`src/rtl/core/tof_distance_window_average_core_macros.svh`:
```
// Assertion macros used by the core's back end (tdwa_back).
`ifndef TOF_DISTANCE_WINDOW_AVERAGE_CORE_MACROS_SVH
`define TOF_DISTANCE_WINDOW_AVERAGE_CORE_MACROS_SVH
`ifndef SYNTHESIS
`define TDWA_ASSERT(lbl, prop, msg) \
   lbl: assert property (@(posedge clock) disable iff (reset) prop) else $error(msg);
`define TDWA_ASSERT_ALWAYS(lbl, prop, msg) \
   lbl: assert property (@(posedge clock) prop) else $error(msg);
`else
`define TDWA_ASSERT(lbl, prop, msg)
`define TDWA_ASSERT_ALWAYS(lbl, prop, msg)
`endif
`endif

```
`src/rtl/core/tdwa_pkg.sv`:
```
// Types and constants of the time-of-flight distance window averaging core.
package tdwa_pkg;

   localparam int DATA_W         = 32;
   localparam int SPEED_W        = 16;
   localparam int USED_W         = 8;
   localparam int PROD_W         = 49;
   localparam int ROUND_SHIFT    = 8;
   localparam int WINDOW_DEFAULT = 128;
   localparam int QUEUE_DEPTH    = 2;
   localparam logic [SPEED_W-1:0] SPEED_RESET = 16'd2248;

   typedef struct packed {
      logic [DATA_W-1:0] arrival_time;
      logic [DATA_W-1:0] launch_time;
   } req_type;

   typedef struct packed {
      logic signed [DATA_W-1:0] distance;
      logic signed [DATA_W-1:0] average_distance;
      logic [USED_W-1:0]        used_entries;
   } rsp_type;

   typedef struct packed {
      logic push;
      logic full;
   } qwr_type;

   typedef enum logic [2:0] {
      BK_IDLE,
      BK_READ,
      BK_DIV,
      BK_DONE
   } bk_state_type;

endpackage

```
`src/rtl/core/tdwa_front.sv`:
```
// Front end: accepts measurements, scales elapsed time to a saturated distance.
module tdwa_front
   import tdwa_pkg::*;
(
   input  logic                     clock,
   input  logic                     reset,
   input  logic                     push,
   output logic                     full,
   input  req_type                  req_data,
   input  logic                     csr_valid,
   input  logic [SPEED_W-1:0]       csr_speed_scale,
   output qwr_type                  mid_wr,
   input  logic                     mid_full,
   output logic signed [DATA_W-1:0] mid_distance
);

   logic [SPEED_W-1:0]       speed_ff, speed_in;
   logic                     s1_valid_ff, s1_valid_in;
   logic signed [PROD_W-1:0] prod_ff, prod_in;
   logic [DATA_W-1:0]        elapsed;
   logic signed [PROD_W-1:0] rounded;
   logic [PROD_W-1-DATA_W+1:0] high_bits;
   logic                     accept;

   assign full    = s1_valid_ff & mid_full;
   assign accept  = push & ~full;
   assign elapsed = req_data.arrival_time - req_data.launch_time;

   always_comb begin
      speed_in    = csr_valid ? csr_speed_scale : speed_ff;
      s1_valid_in = accept | (s1_valid_ff & mid_full);
      prod_in     = prod_ff;
      if (accept) begin
         prod_in = $signed(elapsed) * $signed({1'b0, speed_ff});
      end
   end

   always_comb begin
      rounded   = (prod_ff + PROD_W'(128)) >>> ROUND_SHIFT;
      high_bits = rounded[PROD_W-1:DATA_W-1];
      if ((high_bits == '0) || (high_bits == '1)) begin
         mid_distance = rounded[DATA_W-1:0];
      end else if (rounded[PROD_W-1]) begin
         mid_distance = {1'b1, {(DATA_W-1){1'b0}}};
      end else begin
         mid_distance = {1'b0, {(DATA_W-1){1'b1}}};
      end
   end

   assign mid_wr.push = s1_valid_ff & ~mid_full;
   assign mid_wr.full = full;

   always_ff @(posedge clock) begin
      if (reset) begin
         speed_ff    <= SPEED_RESET;
         s1_valid_ff <= 1'b0;
      end else begin
         speed_ff    <= speed_in;
         s1_valid_ff <= s1_valid_in;
      end
   end

   always_ff @(posedge clock) begin
      prod_ff <= prod_in;
   end

endmodule

```
`config.mk`:
```
export PLATFORM = sky130hd
export DESIGN_NAME = tdwa_front
export DESIGN_NICKNAME = d
export VERILOG_FILES = /design/src/rtl/core/tof_distance_window_average_core_macros.svh /design/src/rtl/core/tdwa_pkg.sv /design/src/rtl/core/tdwa_front.sv
export SDC_FILE = /design/constraint.sdc
export NUM_CORES = 1
export LEC_CHECK = 0
export BUFFER_PORTS_ARGS = -buffer_cell sky130_fd_sc_hd__buf_2
export CAP_MARGIN = 0
export CELL_PAD_IN_SITES_DETAIL_PLACEMENT = 2
export CELL_PAD_IN_SITES_GLOBAL_PLACEMENT = 2
export CORE_ASPECT_RATIO = 1.25
export CORE_UTILIZATION = 30
export DETAILED_ROUTE_END_ITERATION = 8
export PLACE_DENSITY_LB_ADDON = 0.12
export SYNTH_ARGS = -nofsm -noshare
export SYNTH_HDL_FRONTEND = slang
export SYNTH_SLANG_ARGS = --single-unit
```
`constraint.sdc`:
```
create_clock -name clock -period 26.6 [get_ports clock]
set_clock_uncertainty 0.05 [all_clocks]
set_input_delay 1.33 -clock clock [delete_from_list [all_inputs] [get_ports clock]]
set_output_delay 1.33 -clock clock [all_outputs]
set_load 0.02 [all_outputs]
```
Word-level counts from Yosys, hierarchy flattened
Index checks and enable logic that the tools add are counted.
- bits in registers: 66
- bits in latches: 0
- RAM bits: 0
- ROM bits: 0
- bits of input ports: 85
- output and inout port bits: 35
- word-level logic and storage cells: 17
- memories: 0
- $add $sub $neg: 2
- multiply operators: 1
- div/mod/pow operators: 0
- $lt $le $gt $ge: 0
- equality and inequality tests: 1
- shifts and indexed selects: 0
- multiplexer cells: 2
- bitwise operators: 6
- reductions and logical operators: 2
- operators by type and width (cell ; number):
    2-to-1 mux 32 bit ; 2
    adder 49 x 9 -> 49 bit (second input constant) ; 1
    multiplier 32 x 17 -> 49 bit ; 1
    subtractor 32 bit ; 1
    == test 18 bit (second input constant) ; 1
    zero test 18 bit ; 1
    bitwise AND 1 bit ; 3
    NOT 1 bit ; 2
    logical OR 1 bit ; 1
    OR 1 bit ; 1

Depth between registers and ports, before layout
Gate-level depths: netlist of run 1.
- depth after elaboration: 4
- gate-level depth with buffers: 35
- mapped depth without buffers: 34

Worst setup path before layout of run 1
OpenSTA, ideal clock, no wires.
- kind: in2reg
- start: input req_data[32] in the netlist's numbering
- end: register prod_ff[40] (data pin)
- setup time: 0.261 ns
- arrival: 8.933 ns
- data required time: 26.289 ns
- path slack: 17.356 ns
- cell stages on the path: 32
- path buffers: 1
- cell sequence: inv_1 -> ha_1 -> fa_1 -> nand2b_1 -> a21boi_0 -> o21ai_0 -> a211oi_1 -> or2_2 -> a21o_1 -> a21oi_1 -> xnor2_1 -> clkbuf_1 -> nand2_1 -> fa_1 -> fa_1 -> fa_1 -> inv_1 -> fa_1 -> fa_1 -> inv_1 -> fa_1 -> inv_1 -> ha_1 -> a211oi_1 -> a211oi_1 -> a2111oi_0 -> nand3_1 -> o211ai_1 -> nand2_1 -> a211o_1 -> a21o_1 -> xor2_1
- longest elaborated chain between the ends: 2
- ends and longest elaborated chain (item ; RTL line ; RTL):
    from (decl) ; tdwa_front.sv:9 ; input req_type req_data,
    subtractor 32 bit ; tdwa_front.sv:27 ; assign elapsed = req_data.arrival_time - req_data.launch_time;
    multiplier 32 x 17 -> 49 bit ; tdwa_front.sv:34 ; prod_in = $signed(elapsed) * $signed({1'b0, speed_ff});
    to (signal assigned) ; tdwa_front.sv:64 ; prod_ff <= prod_in;
    to (decl) ; tdwa_front.sv:19 ; logic signed [PROD_W-1:0] prod_ff, prod_in;
No other way between the ends.
A chain may end at the register's enable or synchronous reset.

Worst setup path in the final report of run 1
- start: input req_data[0] in the netlist's numbering
- end: register prod_ff[46] (data pin)
Same word-level chain as after synthesis.

==> results.ini, run 1 <==
[detailed_routing]
viasPerCell=4.85
num_vias=18700
antenna_left=0
drc_errors=0
wirelength_um=82800
wl_per_cell_um=21.5
firstDrtPassIters=5
drtIter0Drc=443

[die]
die_y_um=317
rows=115
chipWidth_um=254
design.die.area_um2=80400
ioPinCount=120
initial_utilization_pct=30.3
core_area_um2=78600

[sta]
rsz0062_at_grt=false
setup_violations=0
max_slew.worst_pin.slew_ns=1.26
hold_slack_ns=0.453
max_slew_margin_pct=16.2
hold_viol=0
timing.fmax_mhz=96.1
report.final.slew_viol_count=0
min_period_ns=10.41
tns_ns=0
finalCritPeriodShare_pct=39.1

[clocking]
htreeDepth=3
hold_buffers=0
clock_latency_ns=0.37
cts_resized=0
postCtsSetupRepairBufs=0
numClockSinks=59
numCtsBuffers=9
cts-root-buf=clkbuf_16
cts_tree=done
path_clk_slew_ns=0.06
clk_path_buf_depth=2

[synth]
syn_area_um2=23800
yosysWarnings=0
synth-seq-cells=59
ys_types=81
synthArstFlopShare_pct=0
ys_seq_area_share_pct=6.74
yosys_most_used_dff=edfxtp_1
synth_top_area_share_pct=41.1
syn_area_per_cell_um2=8.63
syn_nets=3475
synthTopCellsByArea=fa_1, inv_1, ha_1, nand2_1, and2_1
syn-instance-count=2755
synth_largest_area_cell=fa_1
synth_edf_count=42

[layout]
final_common_cell=inv_1
drive_above_1_share_pct=8.86
final_cell_mix=inv_1, fa_1, nand2_1, and2_1, ha_1
area_delta_synth_final_pct=8.79
num-nets-final=3513

[grt]
overflow=0
grt_pass1_wl_um=132000
grt_max_degree=43
antenna_found_initial=2
first_global_vias=22800
track_usage_pct=21.8

[flow_run]
maxCapViolCount=0

[worst_setup_path]
crit_family=adder cells
critPathMaxFanout=16
cp-end-kind=flip-flop
worstPathRequired_ns=26.62
cp.arrival_ns=10.43
slowest_delay_ns=0.88
cp_num_buf_inv=4
path_class=input port to flip-flop
crit_path_top_delay_cell=xnor2_2
critPathLaunchType=input port
cpMostUsedCell=fa_1

[place]
hpwl_um=66600
place_congestion=0.811
io_buffers=119

[run_status]
status=finished clean

[min_path]
hold_class=flip-flop to flip-flop

## sequential cells by signal (all words and copies together) (netlist names)
| register | count |
|---|---|
| prod_ff | 42 |
| s1_valid_ff | 1 |
| speed_ff | 16 |
## final cells by class
type	instances	area, um2
Multi-Input combinational cell	1926	19300
Inverter	632	2370
Tap cell	1053	1320
Sequential cell	59	1600
Antenna cell	2	5.00
Timing Repair Buffer	165	941
Clock inverter	7	67.6
Clock buffer	9	225
Fill cell	9020	52700
## worst paths after layout
| path | cells past startpoint | startpoint | slack (ns) | endpoint |
|---|---|---|---|---|
| max | 31 | req_data[0] | 16.19 | prod_ff[46] |
| min | 2 | speed_ff[5] | 0.45 | speed_ff[5] |
| max reg2reg | 21 | speed_ff[2] | 18.98 | prod_ff[46] |
| min reg2reg | 2 | speed_ff[5] | 0.45 | speed_ff[5] |
## cell usage after synthesis, types with 15 or more instances
cell,n
nor3_1,34
edfxtp_1,42
fa_1,488
o21ai_0,30
ha_1,147
a31oi_1,15
dfxtp_1,17
nor2_1,75
a21oi_1,100
mux2i_1,28
and2_1,205
mux2_2,17
nand4_1,17
clkbuf_1,122
or2_2,17
nand3_1,20
nor2b_1,34
xor2_1,41
a211oi_1,15
nand2b_1,36
a21o_1,35
xnor2_1,62
nand2_1,358
inv_1,630
## cell families (layout without fill, tap and decap cells)
family                     count (synthesis)  count (layout)  share of synthesized area (%)
muxes                                     45              45                           1.98
other                                      0               2                              0
xor gates and xnor gates                 103             103                           3.79
and+or+nand+nor                          858             858                           18.5
AOI/OAI and AO/OA                        285             285                           7.83
adders and majority gates                635             635                           48.8
DFF                                       59              59                           6.74
buffers and inverters                    770             813                           12.4
## routing by layer
layer	wire length, um	GRT usage, %	share of wire [%]	vias to the layer above
met5	0	0	0	-
met4	2510	6.72	3.0	0
met3	633	0.884	0.76	80
met2	49500	46.3	60	125
met1	30100	22.4	36	10100
li1	-	-	-	8442
## worst min-delay path: cells and delay by family, from the launching register on
kind,cells,cell delay (ns)
flip-flops,1,0.33
multiplexers,1,0.07
AND/OR/NAND/NOR,1,0.07
## through the flow
| step | util, % | area (um2) | std cells | setup WS [ns] |
|---|---|---|---|---|
| final | 32.9 | 25900 | 3853 | 16.19 |
| after global routing | 32.9 | 25900 | 3851 | 15.45 |
| after CTS | 32.9 | 25900 | 3851 | 16.00 |
| after detailed placement | 32.5 | 25600 | 3835 | 15.67 |
| after global placement | 32.5 | 25600 | 3835 | 15.96 |
| after floorplan | - | 23800 | 2755 | 17.36 |
Power of run 1 is not shown: default switching activity piles up to over one toggle a cycle in this logic, so the estimate is an artifact.
==> run 2, diff against run 1 <==
--- a/config.mk
+++ b/config.mk
@@ -5,6 +5,7 @@
 export SDC_FILE = /design/constraint.sdc
 export NUM_CORES = 1
 export LEC_CHECK = 0
+export ABC_AREA = 1
 export BUFFER_PORTS_ARGS = -buffer_cell sky130_fd_sc_hd__buf_2
 export CAP_MARGIN = 0
 export CELL_PAD_IN_SITES_DETAIL_PLACEMENT = 2
==> constraint.sdc (replaced) <==
create_clock -name clock -period 9.1 [get_ports clock]
set_clock_uncertainty 0.05 [all_clocks]
set_input_delay 0.455 -clock clock [delete_from_list [all_inputs] [get_ports clock]]
set_output_delay 0.455 -clock clock [all_outputs]
set_load 0.02 [all_outputs]
==> run 2 against run 1 <==
  * Register-to-register slack got worse by 17 ns
  * Via count rose by 14%
  * Area after synthesis rose by 0.50%
  * Count of clock-buffer cells in the layout did not move
  * First-iteration DRC count rose by 80%
  * Hold slack got worse by 0.14 ns
  * Design area rose by 1.4%
  * Global-route usage rose by 3.9 points
  * Flip-flop and latch count did not move
  * Setup slack got worse by 15 ns
  * Critical path type unchanged
  * Critical endpoint is now prod_ff[40]
  * Largest cell class unchanged
==> results.ini, run 2 <==
[grt]
overflow=0  ; unchanged
grt_pass1_wl_um=154000  ; +17%
antenna_found_initial=0  ; -2
grt_max_degree=43  ; unchanged
first_global_vias=25100  ; +9.8%
track_usage_pct=25.8  ; +3.9 points

[layout]
drive_above_1_share_pct=8.32  ; -0.54 points
num-nets-final=3960  ; +13%
final_util_pct=33.3  ; +0.41 points
final_area_um2=26200  ; +1.4%
final_cell_mix=inv_1, nand2_1, fa_1, nor2_1, nand3_1
final_common_cell=inv_1
area_delta_synth_final_pct=9.80
top_register=prod_ff
diodes=0  ; -2
largest_reg_flops=42  ; unchanged
reg_top3=prod_ff x42, speed_ff x16, s1_valid_ff x1

[synth]
ys_types=49  ; -40%
synth_top_area_share_pct=40.9  ; -0.20 points
synth_common_cells=inv_1, nand2_1, fa_1, nor2_1, nand3_1
syn-instance-count=3126  ; +13%
synthTopCellsByArea=fa_1, inv_1, nand2_1, ha_1, nor2_1
syn_nets=3846  ; +11%
synth_edf_count=42  ; unchanged
syn_area_per_cell_um2=7.64  ; -11%
syn_area_um2=23900  ; +0.50%
yosysWarnings=0  ; unchanged
yosysMostFrequentCell=inv_1
yosys_most_used_dff=edfxtp_1
ys_seq_area_share_pct=6.70  ; -0.034 points
synth-seq-cells=59  ; unchanged
synth_largest_area_cell=fa_1
synthArstFlopShare_pct=0  ; unchanged

[die]
ioPinCount=120  ; unchanged
rows=115  ; unchanged
chipWidth_um=254  ; +0.25%
design.die.area_um2=80800  ; +0.50%
initial_utilization_pct=30.4  ; +0.096 points
die_y_um=318  ; +0.25%
core_area_um2=78700  ; +0.18%

[worst_setup_path]
worstPathRequired_ns=9.17  ; -17.45 ns
critPathMaxFanout=15  ; -1
timing.rr.end=prod_ff[34]
crit-reg2reg-launch=speed_ff[12]
rrSetupSlack_ns=1.97  ; -17.01 ns
cp-end-kind=flip-flop
r2r_cells=21  ; unchanged
cp.arrival_ns=8.42  ; -2.01 ns
slowest_delay_ns=0.69  ; -0.19 ns
startpoint=req_data[13]
cpMostUsedCell=inv_1
critPathLaunchType=input port
crit_end=prod_ff[40]
crit_path_top_delay_cell=fa_1
path_class=input port to flip-flop

[sta]
report.final.slew_viol_count=0  ; unchanged
timing.fmax_mhz=120
rsz0062_at_grt=false
tns_ns=0  ; unchanged
max_slew_margin_pct=18.8  ; +2.6 points
hold_viol=0  ; unchanged
max_slew.worst_pin.slew_ns=1.21  ; -0.0421 ns
hold_slack_ns=0.317  ; -0.137 ns
setup_violations=0  ; unchanged
min_period_ns=8.35
finalCritPeriodShare_pct=91.8

[detailed_routing]
drtIter0Drc=798  ; +80%
num_vias=21400  ; +14%
viasPerCell=4.97  ; +2.4%
antenna_left=0  ; unchanged
wl_per_cell_um=23.5  ; +9.3%
wirelength_um=101000  ; +22%
drc_errors=0  ; unchanged
firstDrtPassIters=5  ; unchanged

[clocking]
path_clk_slew_ns=0.06  ; about the same
postCtsSetupRepairBufs=0  ; unchanged
cts-root-buf=clkbuf_16
numCtsBuffers=9  ; unchanged
cts_tree=done
clk_path_buf_depth=2  ; unchanged
cts_resized=0  ; unchanged
numClockSinks=59  ; unchanged
hold_buffers=0  ; unchanged
htreeDepth=3  ; unchanged
clock_latency_ns=0.38  ; about the same

[run_status]
status=finished clean

[min_path]
hold_class=input port to flip-flop

[place]
place_congestion=0.900  ; +11%
hpwl_um=87800  ; +32%
io_buffers=119  ; unchanged
placed_area_um2=25900  ; +1.4%

[flow_run]
maxCapViolCount=0  ; unchanged

## run 2: cells by family after synthesis
kind of cell	share of synthesized area (%)
and+or+nand+nor	21.7
xor gates and xnor gates	3.28
adders and majority gates	48.6
DFF	6.70
buffers and inverters	13.9
AOI/OAI and AO/OA	5.85
## run 2: per-layer routing
metal  global-route usage, %  share of wire [%]  up-vias
met5                       0                  0        -
met4                    8.80                3.6        0
met3                    2.01                3.1      144
met2                    47.6                 52      507
met1                    30.9                 41    11200
li1                        -                  -     9533
## run 2: layout make-up
type	instances	area, um2
clock buffer	9	225
fill	9271	52500
sequential	59	1610
clock inverter	7	82.6
multi-input combinational	2201	19000
tap	1053	1320
inverter	785	2950
timing repair buffer	184	1080
## run 2: per-stage QoR
stage / setup WS (ns) / cells
global route: 0.261 / 4298
CTS: 0.592 / 4298
floorplan: 2.09 / 3126
global placement: 0.286 / 4282
finish: 0.750 / 4298
detailed placement: 0.202 / 4282
## run 2: how the worst min path moves through the flow
stage	startpoint	to	slack, ns	cells after the start
6_report	mid_full	s1_valid_ff	0.32	3
5_1_grt	csr_speed_scale[6]	speed_ff[6]	0.33	3
4_1_cts	csr_speed_scale[6]	speed_ff[6]	0.30	3
3_5_place_dp	s1_valid_ff	s1_valid_ff	0.44	2
3_3_place_gp	s1_valid_ff	s1_valid_ff	0.41	2
2_1_floorplan	s1_valid_ff	s1_valid_ff	0.40	2
## run 2: critical path, delay by kind of cell
family,cells,cell delay (ns)
AND/OR/NAND/NOR,6,1.32
buffers and inverters,8,0.85
XOR/XNOR,1,0.18
adder cells (fa/ha/maj),8,4.03
AO/OA/AOI/OAI,7,1.55
Power of run 2 is left out for the same reason.
