`src/rtl/core/tof_distance_window_average_core_macros.svh`:
```
// Assertion macros used by the core's back end (tdwa_back).
`ifndef TOF_DISTANCE_WINDOW_AVERAGE_CORE_MACROS_SVH
`define TOF_DISTANCE_WINDOW_AVERAGE_CORE_MACROS_SVH
`ifndef SYNTHESIS
`define TDWA_ASSERT(lbl, prop, msg) \
   lbl: assert property (@(posedge clock) disable iff (reset) prop) else $error(msg);
`define TDWA_ASSERT_ALWAYS(lbl, prop, msg) \
   lbl: assert property (@(posedge clock) prop) else $error(msg);
`else
`define TDWA_ASSERT(lbl, prop, msg)
`define TDWA_ASSERT_ALWAYS(lbl, prop, msg)
`endif
`endif

```
`src/rtl/core/tdwa_pkg.sv`:
```
// Types and constants of the time-of-flight distance window averaging core.
package tdwa_pkg;

   localparam int DATA_W         = 32;
   localparam int SPEED_W        = 16;
   localparam int USED_W         = 8;
   localparam int PROD_W         = 49;
   localparam int ROUND_SHIFT    = 8;
   localparam int WINDOW_DEFAULT = 128;
   localparam int QUEUE_DEPTH    = 2;
   localparam logic [SPEED_W-1:0] SPEED_RESET = 16'd2248;

   typedef struct packed {
      logic [DATA_W-1:0] arrival_time;
      logic [DATA_W-1:0] launch_time;
   } req_type;

   typedef struct packed {
      logic signed [DATA_W-1:0] distance;
      logic signed [DATA_W-1:0] average_distance;
      logic [USED_W-1:0]        used_entries;
   } rsp_type;

   typedef struct packed {
      logic push;
      logic full;
   } qwr_type;

   typedef enum logic [2:0] {
      BK_IDLE,
      BK_READ,
      BK_DIV,
      BK_DONE
   } bk_state_type;

endpackage

```
`src/rtl/core/tdwa_fifo.sv`:
```
// Small register queue with show-ahead read data.
module tdwa_fifo
   import tdwa_pkg::*;
#(
   parameter int WIDTH = 32,
   parameter int DEPTH = QUEUE_DEPTH
) (
   input  logic             clock,
   input  logic             reset,
   input  logic             push,
   output logic             full,
   input  logic [WIDTH-1:0] wr_data,
   input  logic             pop,
   output logic             empty,
   output logic [WIDTH-1:0] rd_data
);

   localparam int PW = (DEPTH > 1) ? $clog2(DEPTH) : 1;
   localparam int CW = $clog2(DEPTH + 1);

   logic [WIDTH-1:0] entry_ff [DEPTH];
   logic [PW-1:0]    wr_ptr_ff, wr_ptr_in;
   logic [PW-1:0]    rd_ptr_ff, rd_ptr_in;
   logic [CW-1:0]    count_ff, count_in;
   logic             do_push;
   logic             do_pop;

   assign full    = (count_ff == CW'(DEPTH));
   assign empty   = (count_ff == '0);
   assign do_push = push & ~full;
   assign do_pop  = pop & ~empty;
   assign rd_data = entry_ff[rd_ptr_ff];

   always_comb begin
      wr_ptr_in = wr_ptr_ff;
      rd_ptr_in = rd_ptr_ff;
      count_in  = count_ff;
      if (do_push) begin
         wr_ptr_in = (wr_ptr_ff == PW'(DEPTH - 1)) ? '0 : wr_ptr_ff + 1'b1;
      end
      if (do_pop) begin
         rd_ptr_in = (rd_ptr_ff == PW'(DEPTH - 1)) ? '0 : rd_ptr_ff + 1'b1;
      end
      if (do_push & ~do_pop) begin
         count_in = count_ff + 1'b1;
      end else if (do_pop & ~do_push) begin
         count_in = count_ff - 1'b1;
      end
   end

   always_ff @(posedge clock) begin
      if (reset) begin
         wr_ptr_ff <= '0;
         rd_ptr_ff <= '0;
         count_ff  <= '0;
      end else begin
         wr_ptr_ff <= wr_ptr_in;
         rd_ptr_ff <= rd_ptr_in;
         count_ff  <= count_in;
      end
   end

   always_ff @(posedge clock) begin
      if (do_push) begin
         entry_ff[wr_ptr_ff] <= wr_data;
      end
   end

endmodule

```
`config.mk`:
```
export PLATFORM = sky130hd
export DESIGN_NAME = tdwa_fifo
export DESIGN_NICKNAME = d
export VERILOG_FILES = /design/src/rtl/core/tof_distance_window_average_core_macros.svh /design/src/rtl/core/tdwa_pkg.sv /design/src/rtl/core/tdwa_fifo.sv
export SDC_FILE = /design/constraint.sdc
export NUM_CORES = 1
export LEC_CHECK = 0
export ABC_CLOCK_PERIOD_IN_PS = 2200
export BUFFER_PORTS_ARGS = -buffer_cell sky130_fd_sc_hd__buf_2
export CAP_MARGIN = 20
export CELL_PAD_IN_SITES_DETAIL_PLACEMENT = 0
export CELL_PAD_IN_SITES_GLOBAL_PLACEMENT = 2
export CORE_ASPECT_RATIO = 0.6
export CORE_MARGIN = 3
export CORE_UTILIZATION = 38
export CTS_BUF_LIST = sky130_fd_sc_hd__clkbuf_4 sky130_fd_sc_hd__clkbuf_8
export DETAILED_ROUTE_END_ITERATION = 10
export HOLD_SLACK_MARGIN = 0.12
export PLACE_DENSITY_LB_ADDON = 0.1
export SYNTH_ARGS = -nofsm -noshare
export SYNTH_HDL_FRONTEND = slang
export SYNTH_SLANG_ARGS = --single-unit
```
`constraint.sdc`:
```
create_clock -name clock -period 2.2 [get_ports clock]
set_input_delay 0.33 -clock clock [delete_from_list [all_inputs] [get_ports clock]]
set_output_delay 0.33 -clock clock [all_outputs]
set_load 0.1 [all_outputs]
```
== Yosys cells after proc, flatten, opt, wreduce, memory -nomap -nowiden ==
Memory sizes are Yosys's and may differ from the RTL's. A register that Yosys moved wholly into a read port is not among the register bits.
Index checks and enable logic that the tools add are counted.
Word-level totals
  flip-flop bits (word level): 4
  latch bits: 0
  RAM bits: 64
  ROM bits: 0
  input port bits: 36
  output and inout bits: 34
  logic and storage cells: 27
  memories kept: 1
Cells by class
  $add $sub $neg: 4
  multiply operators: 0
  div/mod/pow operators: 0
  magnitude comparators: 0
  equality and inequality tests: 1
  shift operators: 0
  mux-type cells: 8
  bitwise gates (word level): 8
  reduce and logical (&&, ||, !) cells: 2
Memory list
  entry_ff: words 2, bits a word 32, rd ports 1, clocked after memory_dff 1, write ports 1, RTL line tdwa_fifo.sv:21  | logic [WIDTH-1:0] entry_ff [DEPTH];
Operators by type and width (number)
  $mux 1: 6
  $and 1x1->1: 4
  $mux 2: 2
  $not 1->1: 4
  $add 1x1->1 const B: 2
  $add 2x1->2 const B: 1
  $eq 2x2->1 const B: 1
  $logic_not 2->1: 1
  $reduce_bool 2->1: 1
  $sub 2x1->2 const B: 1

== Logic depth before layout (Yosys ltp) ==
Gate-level depths: netlist of the first run.
  depth in word-level cells: 7
  gate-level depth with buffers: 6
  gate-level depth less buffers: 6

== Worst setup path after synthesis of the first run ==
Ideal clock, no wire load.
  path type: register to register
  start point: register count_ff[1]
  end point: memory entry_ff[1][0], enable pin
  library setup time: 404 ps
  data arrival time: 1883 ps
  data required time: 1796 ps
  path slack: -87 ps
  cell stages (with the launch flop): 4
  path buffers: 0
  clock period less this slack: 2287 ps
  path through: dfxtp_1 nor2b_2 nor2_1 and2_1
Between the ends
  longest elaborated chain between the ends: 5
Ends and longest elaborated chain
  from (decl): RTL line tdwa_fifo.sv:24  | logic [CW-1:0] count_ff, count_in;
  from (signal assigned): RTL line tdwa_fifo.sv:59  | count_ff <= count_in;
  $eq 2x2->1: RTL line tdwa_fifo.sv:28  | assign full = (count_ff == CW'(DEPTH));
  named net full: RTL line tdwa_fifo.sv:11  | output logic full,
  $not 1->1: RTL line tdwa_fifo.sv:30  | assign do_push = push & ~full;
  $and 1x1->1: RTL line tdwa_fifo.sv:30
  named net do_push: RTL line tdwa_fifo.sv:25  | logic do_push;
  $mux 1: RTL line tdwa_fifo.sv:64  | if (do_push) begin
  $mux 1 (implied by the code): RTL line tdwa_fifo.sv:65  | entry_ff[wr_ptr_ff] <= wr_data;
  to (decl): RTL line tdwa_fifo.sv:21
The timed path passes the listed nets, and every way through them passes these cells.

==> run_results.csv, run 1 <==
group,metric,value,unit
yosys,syn_area,2526,um^2
routing,viasPerCell,4.599,
floorplan,die_h,69.16,um
timing,finalHoldViolations,0,
timing,setup_viol,0,
status,status,"completed",
worst_setup_path,crit_fanout,10,
yosys,ys_seq_area_share,80.04,%
yosys,synth_nets,162,
yosys,synthMuxAreaShare,14.26,%
routing,ant_nets,0,
clock_network,clkLatencyLatePin,0.33,ns
yosys,synth-seq-cells,69,
yosys,synth_top_family_by_area,"multiplexers",
yosys,synth-simple-area-share,1.833,%
worst_setup_path,worst_r2r_startpoint,"count_ff[0]",
worst_setup_path,cp_top_family,"flip-flops",
worst_setup_path,critical_path.startpoint_type,"register",
place,port_buffers,69,
clock_network,cts-hold-fix-buffers,0,
yosys,synth_edf_count,64,
timing,relSlewSlack,67.96,%
yosys,yosys.area_share.adder,0.4953,%
clock_network,clk_path_buf_depth,2,
global_routing,grt_pass1_wl,7.169,mm
clock_network,cts_setup_buffers,0,
cells_and_area,post_route_cells_drive_above_1_share,56.19,%
yosys,synth_warnings,0,
timing,fin_skew,0.008196,ns
worst_setup_path,crit_arrival,1.72,ns
routing,totalWireLength,4.476,mm
worst_setup_path,reg2reg_to,"entry_ff[0][23]",
floorplan,start_util,40.25,%
floorplan,ioPinCount,70,
yosys,synth-main-ff-cell,"edfxtp_1",
yosys,synth_common_cells,"64 x edfxtp_1, 30 x mux2_2, 5 x dfxtp_1, 5 x nor2_1",
worst_setup_path,r2r_cells,4,
yosys,synth_compound_area_share,0.9906,%
clock_network,cts_root_buf,"clkbuf_8",
yosys,ys_types,15,
floorplan,die_area,7694,um^2
worst_setup_path,critPathSlowestCell,"dfxtp_1",
timing,period_needed,2.053,ns
global_routing,grt_pass1_vias,1464,
timing,rsz0062_at_grt,"false",
worst_setup_path,timing_worst_setup_path_type,"reg -> out",
global_routing,grt_overflow,0,
cells_and_area,nFillCells,488,
clock_network,cts_tree,"yes",
cells_and_area,finish.net_count,243,
routing,vias,1352,
cells_and_area,fin_util,58.19,%
worst_setup_path,max_stage_delay,0.56,ns
routing,dr.pass1.iters,4,
cells_and_area,multi_input_comb_area,475.5,um^2
timing,tightest_slew,0.4839,ns
cells_and_area,final-seq-area,2022,um^2
yosys,synth-xor-area-share,1.040,%
worst_hold_path,hold_end,"entry_ff[0][15]",
worst_setup_path,crit_buf_inv,2,
clock_network,cts_buffers,9,
global_routing,antenna_found_initial,0,
routing,wl_per_cell,15.22,um
clock_network,cts_resized,0,
worst_hold_path,min_path_type,"in -> reg",
floorplan,std_cell_rows,22,
routing,first_iter_violations,54,
worst_hold_path,holdPathStages,1,
run,maxCapViolCount,0,
worst_setup_path,r2r_setup_slack,0.51,ns
timing,max_freq,487.2,MHz
routing,drc,0,
yosys,async_flop_share,0,%
yosys,synth_top_area_share,76.08,%
yosys,yosys.cell_count.top_type,"edfxtp_1",
cells_and_area,area_delta_synth_final,44.58,%
yosys,avgSynthCellArea,20.21,um^2
yosys,synthCells,125,
timing,fin_setup_tns,0,ns
floorplan,die_width,111.3,um
worst_setup_path,required,1.87,ns
worst_hold_path,hold_path_startpoint,"wr_data[15]",
global_routing,grt_max_degree,33,
timing,fin_crit_sh,93.30,%
worst_setup_path,endpoint_kind,"output pin",
place,place_hpwl,3.201,mm
timing,slew_viol_final,0,
clock_network,path_clk_slew,0.07,ns
cells_and_area,antennaDiodeCount,0,
clock_network,htree_levels,3,
yosys,synth.area.top_cells,"edfxtp_1 76%, mux2_2 13%, dfxtp_1 4.0%, xor2_1 1.0%, buf_4 0.89%",
global_routing,track_usage,12.22,%
place,gp_congestion,0.6634,
clock_network,cts.sink_count,69,
worst_setup_path,cp_cell_sequence,"buf_4 -> mux2_2 -> buf_12",
yosys,yosys.area.top_type,"edfxtp_1",
floorplan,coreArea,6276,um^2
layout by cell type, fill, tap and decap left out:
master      instances
clkinv_2            2
nor2b_4             1
and2_1              1
edfxtp_1           64
bufinv_16           1
buf_12             32
o21ai_0             3
buf_4               5
a21oi_1             2
ha_1                1
clkinvlp_4          1
buf_2              37
or3_1               2
nor2_1              5
mux2_1              2
mux2_2             30
clkbuf_8            9
xor2_1              3
inv_1               2
clkinv_1            2
dfxtp_1             5
final cells by class:
type                       instances  area share (%)
timing repair buffer              74           23.64
clock inverter                     6           1.507
clock buffer                       9           3.392
inverter                           2          0.2056
sequential                        69           55.36
tap                               84           2.878
multi-input combinational         50           13.02
layer usage:
metal  wire length [um]  up-vias  global-route usage (%)
met4                 61        0                   4.453
li1                   -      644                       -
met3                392        7                   6.491
met2               2122       54                   19.10
met5                  0        -                       0
met1               1900      647                   14.43
worst max path at each step:
stage / start / endpoint / cells after the start
floorplan: count_ff[0] / entry_ff[0][0] / 3
global placement: register / rd_data[0] / 3
detailed placement: register / rd_data[10] / 3
CTS: register / rd_data[10] / 3
global route: register / rd_data[10] / 3
finish: register / rd_data[10] / 3
worst register-to-register path, cell delays in order (launching register included):
cell and delay, ns:
dfxtp_1 0.47, nor2b_4 0.08, or3_1 0.33, inv_1 0.06, buf_4 0.37
registers in the layout (all words and copies together) (netlist names), named ones only:
| register | count |
|---|---|
| entry_ff | 64 |
| count_ff | 2 |
| rd_ptr_ff | 1 |
| wr_ptr_ff | 1 |
metrics by stage:
step | instances | setup slack (ns) | cell area [um^2] | hold slack, ns
final | 294 | 0.1473 | 3652 | 0.1877
after global routing | 294 | 0.04073 | 3652 | 0.1652
after CTS | 294 | 0.1078 | 3652 | 0.1729
after detailed placement | 279 | 0.4708 | 3473 | 0.4875
after global placement | 279 | 0.4764 | 3473 | 0.4701
after floorplan | 125 | 0.2051 | 2531 | 0.3991
cell families after synthesis:
logic type	after synthesis
AOI/OAI and AO/OA	5
xor gates and xnor gates	3
adders and majority gates	1
buffers and inverters	6
DFF	69
muxes	32
and+or+nand+nor	9
Power of run 1 is not shown: default switching activity piles up to over one toggle a cycle in this logic, so the estimate is an artifact.
==> run 2: changes to the inputs <==
--- a/config.mk
+++ b/config.mk
@@ -5,7 +5,7 @@
 export SDC_FILE = /design/constraint.sdc
 export NUM_CORES = 1
 export LEC_CHECK = 0
-export ABC_CLOCK_PERIOD_IN_PS = 2200
+export ABC_CLOCK_PERIOD_IN_PS = 1900
 export BUFFER_PORTS_ARGS = -buffer_cell sky130_fd_sc_hd__buf_2
 export CAP_MARGIN = 20
 export CELL_PAD_IN_SITES_DETAIL_PLACEMENT = 0
==> constraint.sdc (replaced) <==
create_clock -name clock -period 1.9 [get_ports clock]
set_input_delay 0.285 -clock clock [delete_from_list [all_inputs] [get_ports clock]]
set_output_delay 0.285 -clock clock [all_outputs]
set_load 0.1 [all_outputs]
==> run 2 against run 1 <==
  * Routed wire length grew 4.6%
  * Hold slack got worse by 0.043 ns
  * Via count is 4.1% higher
  * Critical path type unchanged
  * Highest routed layer unchanged
==> run_results.csv, run 2 (synthesized netlist as in run 1, its figures left out) <==
group,metric,value,unit
status,status,"completed",
floorplan,die_area,7694,um^2
clock_network,cts_resized,0,
clock_network,cts_buffers,9,
power_and_ir_drop,power_density,1741,nW/um^2
worst_setup_path,endpoint_kind,"output pin",
routing,drc,0,
place,place_inst,279,
global_routing,grt_pass1_vias,1515,
worst_setup_path,crit_fanout,16,
timing,fin_skew,0.005755,ns
floorplan,std_cell_rows,22,
timing,setup_ws,0.1289,ns
clock_network,clk_path_buf_depth,2,
timing,max_freq,564.6,MHz
cells_and_area,design_area,3754,um^2
worst_hold_path,min_path_type,"in -> reg",
floorplan,coreArea,6276,um^2
place,place_hpwl,3.118,mm
clock_network,clkLatencyLatePin,0.33,ns
worst_setup_path,critical_path.startpoint_type,"register",
clock_network,cts.sink_count,69,
cells_and_area,nFillCells,488,
place,gp_congestion,0.7252,
worst_hold_path,hold_path_startpoint,"wr_data[21]",
global_routing,grt_pass1_wl,7.603,mm
clock_network,cts_root_buf,"clkbuf_8",
global_routing,antenna_found_initial,0,
routing,viasPerCell,4.628,
worst_setup_path,required,1.62,ns
routing,vias,1407,
clock_network,htree_levels,3,
routing,ant_nets,0,
power_and_ir_drop,power,6.535,mW
timing,slew_viol_final,0,
cells_and_area,fin_cells,304,
place,placed_area,3498,um^2
global_routing,track_usage,13.10,%
floorplan,die_width,111.3,um
global_routing,grt_overflow,0,
floorplan,die_h,69.16,um
timing,fin_setup_tns,0,ns
worst_setup_path,timing_worst_setup_path_type,"reg -> out",
cells_and_area,final_cell_mix,"64 x edfxtp_1, 37 x buf_2, 33 x buf_12, 30 x mux2_2, 10 x dlygate4sd3_1",
floorplan,ioPinCount,70,
cells_and_area,area_delta_synth_final,48.59,%
run,maxCapViolCount,0,
power_and_ir_drop,power.leakage,1.414,nW
timing,setup_viol,0,
timing,period_needed,1.771,ns
worst_setup_path,worst_r2r_startpoint,"count_ff[1]",
timing,relSlewSlack,67.57,%
cells_and_area,antennaDiodeCount,0,
timing,rsz0062_at_grt,"false",
cells_and_area,largest_reg_flops,64,
cells_and_area,post_route_cells_drive_above_1_share,56.36,%
routing,first_iter_violations,57,
clock_network,path_clk_slew,0.06,ns
cells_and_area,top_register,"entry_ff",
routing,dr.pass1.iters,4,
timing,tightest_slew,0.4898,ns
cells_and_area,layout_commonest_cell,"edfxtp_1",
place,place_ws,0.2965,ns
clock_network,cts_tree,"yes",
cells_and_area,top_regs,"entry_ff x64, count_ff x2",
place,port_buffers,69,
routing,wl_per_cell,15.39,um
timing,finalHoldViolations,0,
power_and_ir_drop,peakVddDrop,0.0008589,V
global_routing,grt_max_degree,23,
routing,totalWireLength,4.680,mm
cells_and_area,final-seq-area,2024,um^2
cells_and_area,finish.net_count,253,
timing,fin_crit_sh,93.21,%
cells_and_area,multi_input_comb_area,481.7,um^2
floorplan,start_util,40.25,%
worst_setup_path,crit_arrival,1.49,ns
-- run 2: changes by cell type in the layout (fill, tap and decap cells not counted), moves of 2 or more --
cell,delta
dlygate4sd3_1,+10
clkinv_2,+2
dfxtp_1,-2
dfxtp_2,+2
-- run 2: where the power goes --
part / switching (mW) / internal [mW]
logic: 2.38 / 1.24
clock network: 0.482 / 0.451
registers: 0.0717 / 1.92
total: 2.93 / 3.60
-- run 2: layout make-up --
type	count	share of cell area, %
inverters	2	0.3000
well taps	84	2.800
flip-flops and latches	69	53.93
clock inverters	6	0.8333
repair buffers	84	26.00
clock buffers	9	3.300
multi-input cells	50	12.83
-- run 2: final timing paths --
path | cells after the start | slack (ns) | end
max | 3 | 0.13 | rd_data[24]
min | 1 | 0.14 | entry_ff[0][21]
max reg2reg | 4 | 0.28 | entry_ff[0][22]
min reg2reg | 2 | 0.51 | rd_ptr_ff
-- run 2: through the flow --
stage	hold WS (ns)	util [%]
2_1_floorplan	0.3467	-
3_3_place_gp	0.4742	55.74
3_5_place_dp	0.4764	55.74
4_1_cts	0.1212	59.33
5_1_grt	0.1221	59.81
6_report	0.1444	59.81
-- run 2: layer usage --
metal,vias to the layer above,global-route usage [%],share of wire [%]
met5,-,0,0
met2,47,20.84,49
met3,8,6.491,6.2
met1,689,15.13,44
li1,663,-,-
met4,0,5.533,1.5
-- run 2: timing repair --
item / 4_1_cts / 5_1_grt
endpoints found under the setup margin: 0 / 0
buffers inserted: 0 / 0
hold endpoints to repair: 14 / 6
hold buffers: 7 / 3
-- run 2: critical path: stages, from the launching register on --
cell	delay (ns)
dfxtp_1	0.33
buf_4	0.25
mux2_2	0.41
buf_12	0.17
(Power assumes the default switching activity.)
==> run 3: changes to the inputs <==
--- a/config.mk
+++ b/config.mk
@@ -10,7 +10,6 @@
 export CAP_MARGIN = 20
 export CELL_PAD_IN_SITES_DETAIL_PLACEMENT = 0
 export CELL_PAD_IN_SITES_GLOBAL_PLACEMENT = 2
-export CORE_ASPECT_RATIO = 0.6
 export CORE_MARGIN = 3
 export CORE_UTILIZATION = 38
 export CTS_BUF_LIST = sky130_fd_sc_hd__clkbuf_4 sky130_fd_sc_hd__clkbuf_8
==> run 3 against run 2 <==
  * Hold slack got worse by 0.0030 ns
  * Critical path depth stayed put
  * Fmax up 0.14%
==> run_results.csv, run 3 (synthesized netlist as in run 1, its figures left out) <==
group,metric,value,unit
timing,slew_viol_final,0,
worst_setup_path,max_stage_delay,0.39,ns
place,gp_congestion,0.7213,
power_and_ir_drop,net-switching-power,2.933,mW
floorplan,start_util,39.56,%
run,maxCapViolCount,0,
worst_setup_path,cp_top_family,"multiplexers",
cells_and_area,top_register,"entry_ff",
cells_and_area,nFillCells,486,
cells_and_area,finish.net_count,252,
cells_and_area,fin_cells,297,
routing,totalWireLength,4.573,mm
routing,wl_per_cell,15.40,um
place,place_hpwl,3.160,mm
floorplan,std_cell_rows,29,
cells_and_area,area_delta_synth_final,51.61,%
place,place_inst,272,
worst_setup_path,cp_cell_sequence,"buf_12 -> mux2_2 -> buf_12",
global_routing,grt_max_degree,25,
clock_network,clk_path_buf_depth,2,
clock_network,cts_tree,"yes",
floorplan,die_width,87.54,um
routing,vias,1378,
power_and_ir_drop,power_density,1827,nW/um^2
worst_setup_path,timing_worst_setup_path_type,"reg -> out",
power_and_ir_drop,seq_power_share,28.5,%
timing,fin_skew,0.006014,ns
worst_setup_path,worst_r2r_startpoint,"count_ff[1]",
timing,rsz0062_at_grt,"false",
routing,viasPerCell,4.640,
clock_network,htree_levels,3,
floorplan,die_area,7662,um^2
global_routing,track_usage,12.43,%
cells_and_area,largest_reg_flops,64,
power_and_ir_drop,p_clk_share,19.8,%
worst_setup_path,cp.depth,3,
cells_and_area,fin_util,59.97,%
clock_network,cts_root_buf,"clkbuf_8",
worst_setup_path,critPathSlowestCell,"mux2_2",
clock_network,cts_resized,0,
timing,tightest_slew,0.4895,ns
power_and_ir_drop,p_int,4.066,mW
clock_network,cts_setup_buffers,0,
routing,drc,0,
floorplan,coreArea,6386,um^2
timing,fin_crit_sh,93.08,%
status,status,"completed",
timing,period_needed,1.769,ns
cells_and_area,antennaDiodeCount,0,
power_and_ir_drop,power.leakage,1.452,nW
global_routing,grt_pass1_vias,1497,
timing,relSlewSlack,67.59,%
timing,finalHoldViolations,0,
worst_setup_path,crit_arrival,1.48,ns
power_and_ir_drop,peakVddDrop,0.001286,V
place,port_buffers,69,
worst_setup_path,cp_common_cell,"buf_12",
timing,max_freq,565.4,MHz
worst_setup_path,critical_path.startpoint_type,"register",
global_routing,grt_overflow,0,
timing,setup_viol,0,
power_and_ir_drop,combPwrFrac,51.8,%
cells_and_area,post_route_cells_drive_above_1_share,56.82,%
worst_hold_path,min_path_type,"in -> reg",
clock_network,clkLatencyLatePin,0.33,ns
worst_setup_path,crit_fanout,24,
global_routing,antenna_found_initial,0,
cells_and_area,final_cell_mix,"64 x edfxtp_1, 37 x buf_2, 34 x buf_12, 30 x mux2_2",
floorplan,ioPinCount,70,
routing,ant_nets,0,
cells_and_area,layout_commonest_cell,"edfxtp_1",
routing,first_iter_violations,31,
clock_network,cts_buffers,9,
worst_setup_path,r2r_cells,4,
clock_network,path_clk_slew,0.07,ns
power_and_ir_drop,switching_share,41.91,%
routing,dr.pass1.iters,4,
worst_hold_path,holdPathStages,1,
worst_setup_path,endpoint_kind,"output pin",
worst_setup_path,crit_buf_inv,2,
worst_hold_path,hold_path_startpoint,"wr_data[24]",
clock_network,cts.sink_count,69,
global_routing,grt_pass1_wl,6.789,mm
cells_and_area,top_regs,"entry_ff x64, count_ff x2",
worst_setup_path,required,1.62,ns
floorplan,die_h,87.54,um
==> run 3: cell count changes in the layout (fill, tap and decap cells not counted) <==
cell / previous run / this run
bufinv_16: 0 / 3
clkinv_2: 4 / 1
clkbuf_4: 0 / 2
buf_12: 33 / 34
buf_4: 4 / 3
clkinvlp_4: 2 / 1
dlygate4sd3_1: 10 / 9
==> run 3: worst register-to-register path: cells and delay by family (launching register included) <==
kind          cells  cell delay, ns
buf+inv           2            0.41
flops             1            0.34
simple gates      2            0.51
==> run 3: layer usage <==
layer | vias up | wire [um] | global-route usage [%]
li1 | 660 | - | -
met1 | 660 | 1767 | 12.41
met2 | 49 | 2368 | 20.89
met3 | 9 | 364 | 6.397
met4 | 0 | 74 | 6.834
met5 | - | 0 | 0
==> run 3: layout make-up <==
cell class / instances / area (um^2) / share of cell area (%)
sequential: 69 / 2024 / 52.86
timing repair buffer: 83 / 978.4 / 25.55
multi-input combinational: 50 / 481.7 / 12.58
clock buffer: 11 / 138.9 / 3.626
clock inverter: 5 / 98.84 / 2.581
tap: 77 / 96.34 / 2.516
inverter: 2 / 11.26 / 0.2940
==> run 3: timing repair <==
item                       4_1_cts  5_1_grt
setup endpoints to repair        0        0
hold buffers                     0        9
hold endpoints to repair         0       17
==> run 3: final timing paths <==
path | endpoint | slack (ns)
hold / removal | entry_ff[0][24] | 0.14
setup / recovery | rd_data[0] | 0.13
setup reg to reg | entry_ff[0][20] | 0.33
hold reg to reg | count_ff[1] | 0.51
==> run 3: power groups by stage <==
stage | clock network, mW | logic (mW) | registers [mW]
final | 1.38 | 3.62 | 1.99
after global routing | 1.50 | 3.74 | 2.01
after CTS | 1.43 | 3.64 | 2.00
after detailed placement | 0 | 3.64 | 2.03
after global placement | 0 | 3.62 | 2.01
after floorplan | 0 | 2.40 | 2.00
==> run 3: through the flow <==
| stage | setup TNS, ns | cell area, um^2 | total power, mW | setup WS, ns | hold WS [ns] |
|---|---|---|---|---|---|
| 6_report | 0 | 3830 | 6.999 | 0.1314 | 0.1414 |
| 5_1_grt | 0 | 3830 | 7.255 | 0.04997 | 0.1201 |
| 4_1_cts | 0 | 3740 | 7.067 | 0.09984 | 0.1211 |
| 3_5_place_dp | 0 | 3502 | 5.666 | 0.3149 | 0.4773 |
| 3_3_place_gp | 0 | 3502 | 5.628 | 0.3553 | 0.4731 |
| 2_1_floorplan | -1.827 | 2544 | 4.398 | -0.05710 | 0.3467 |
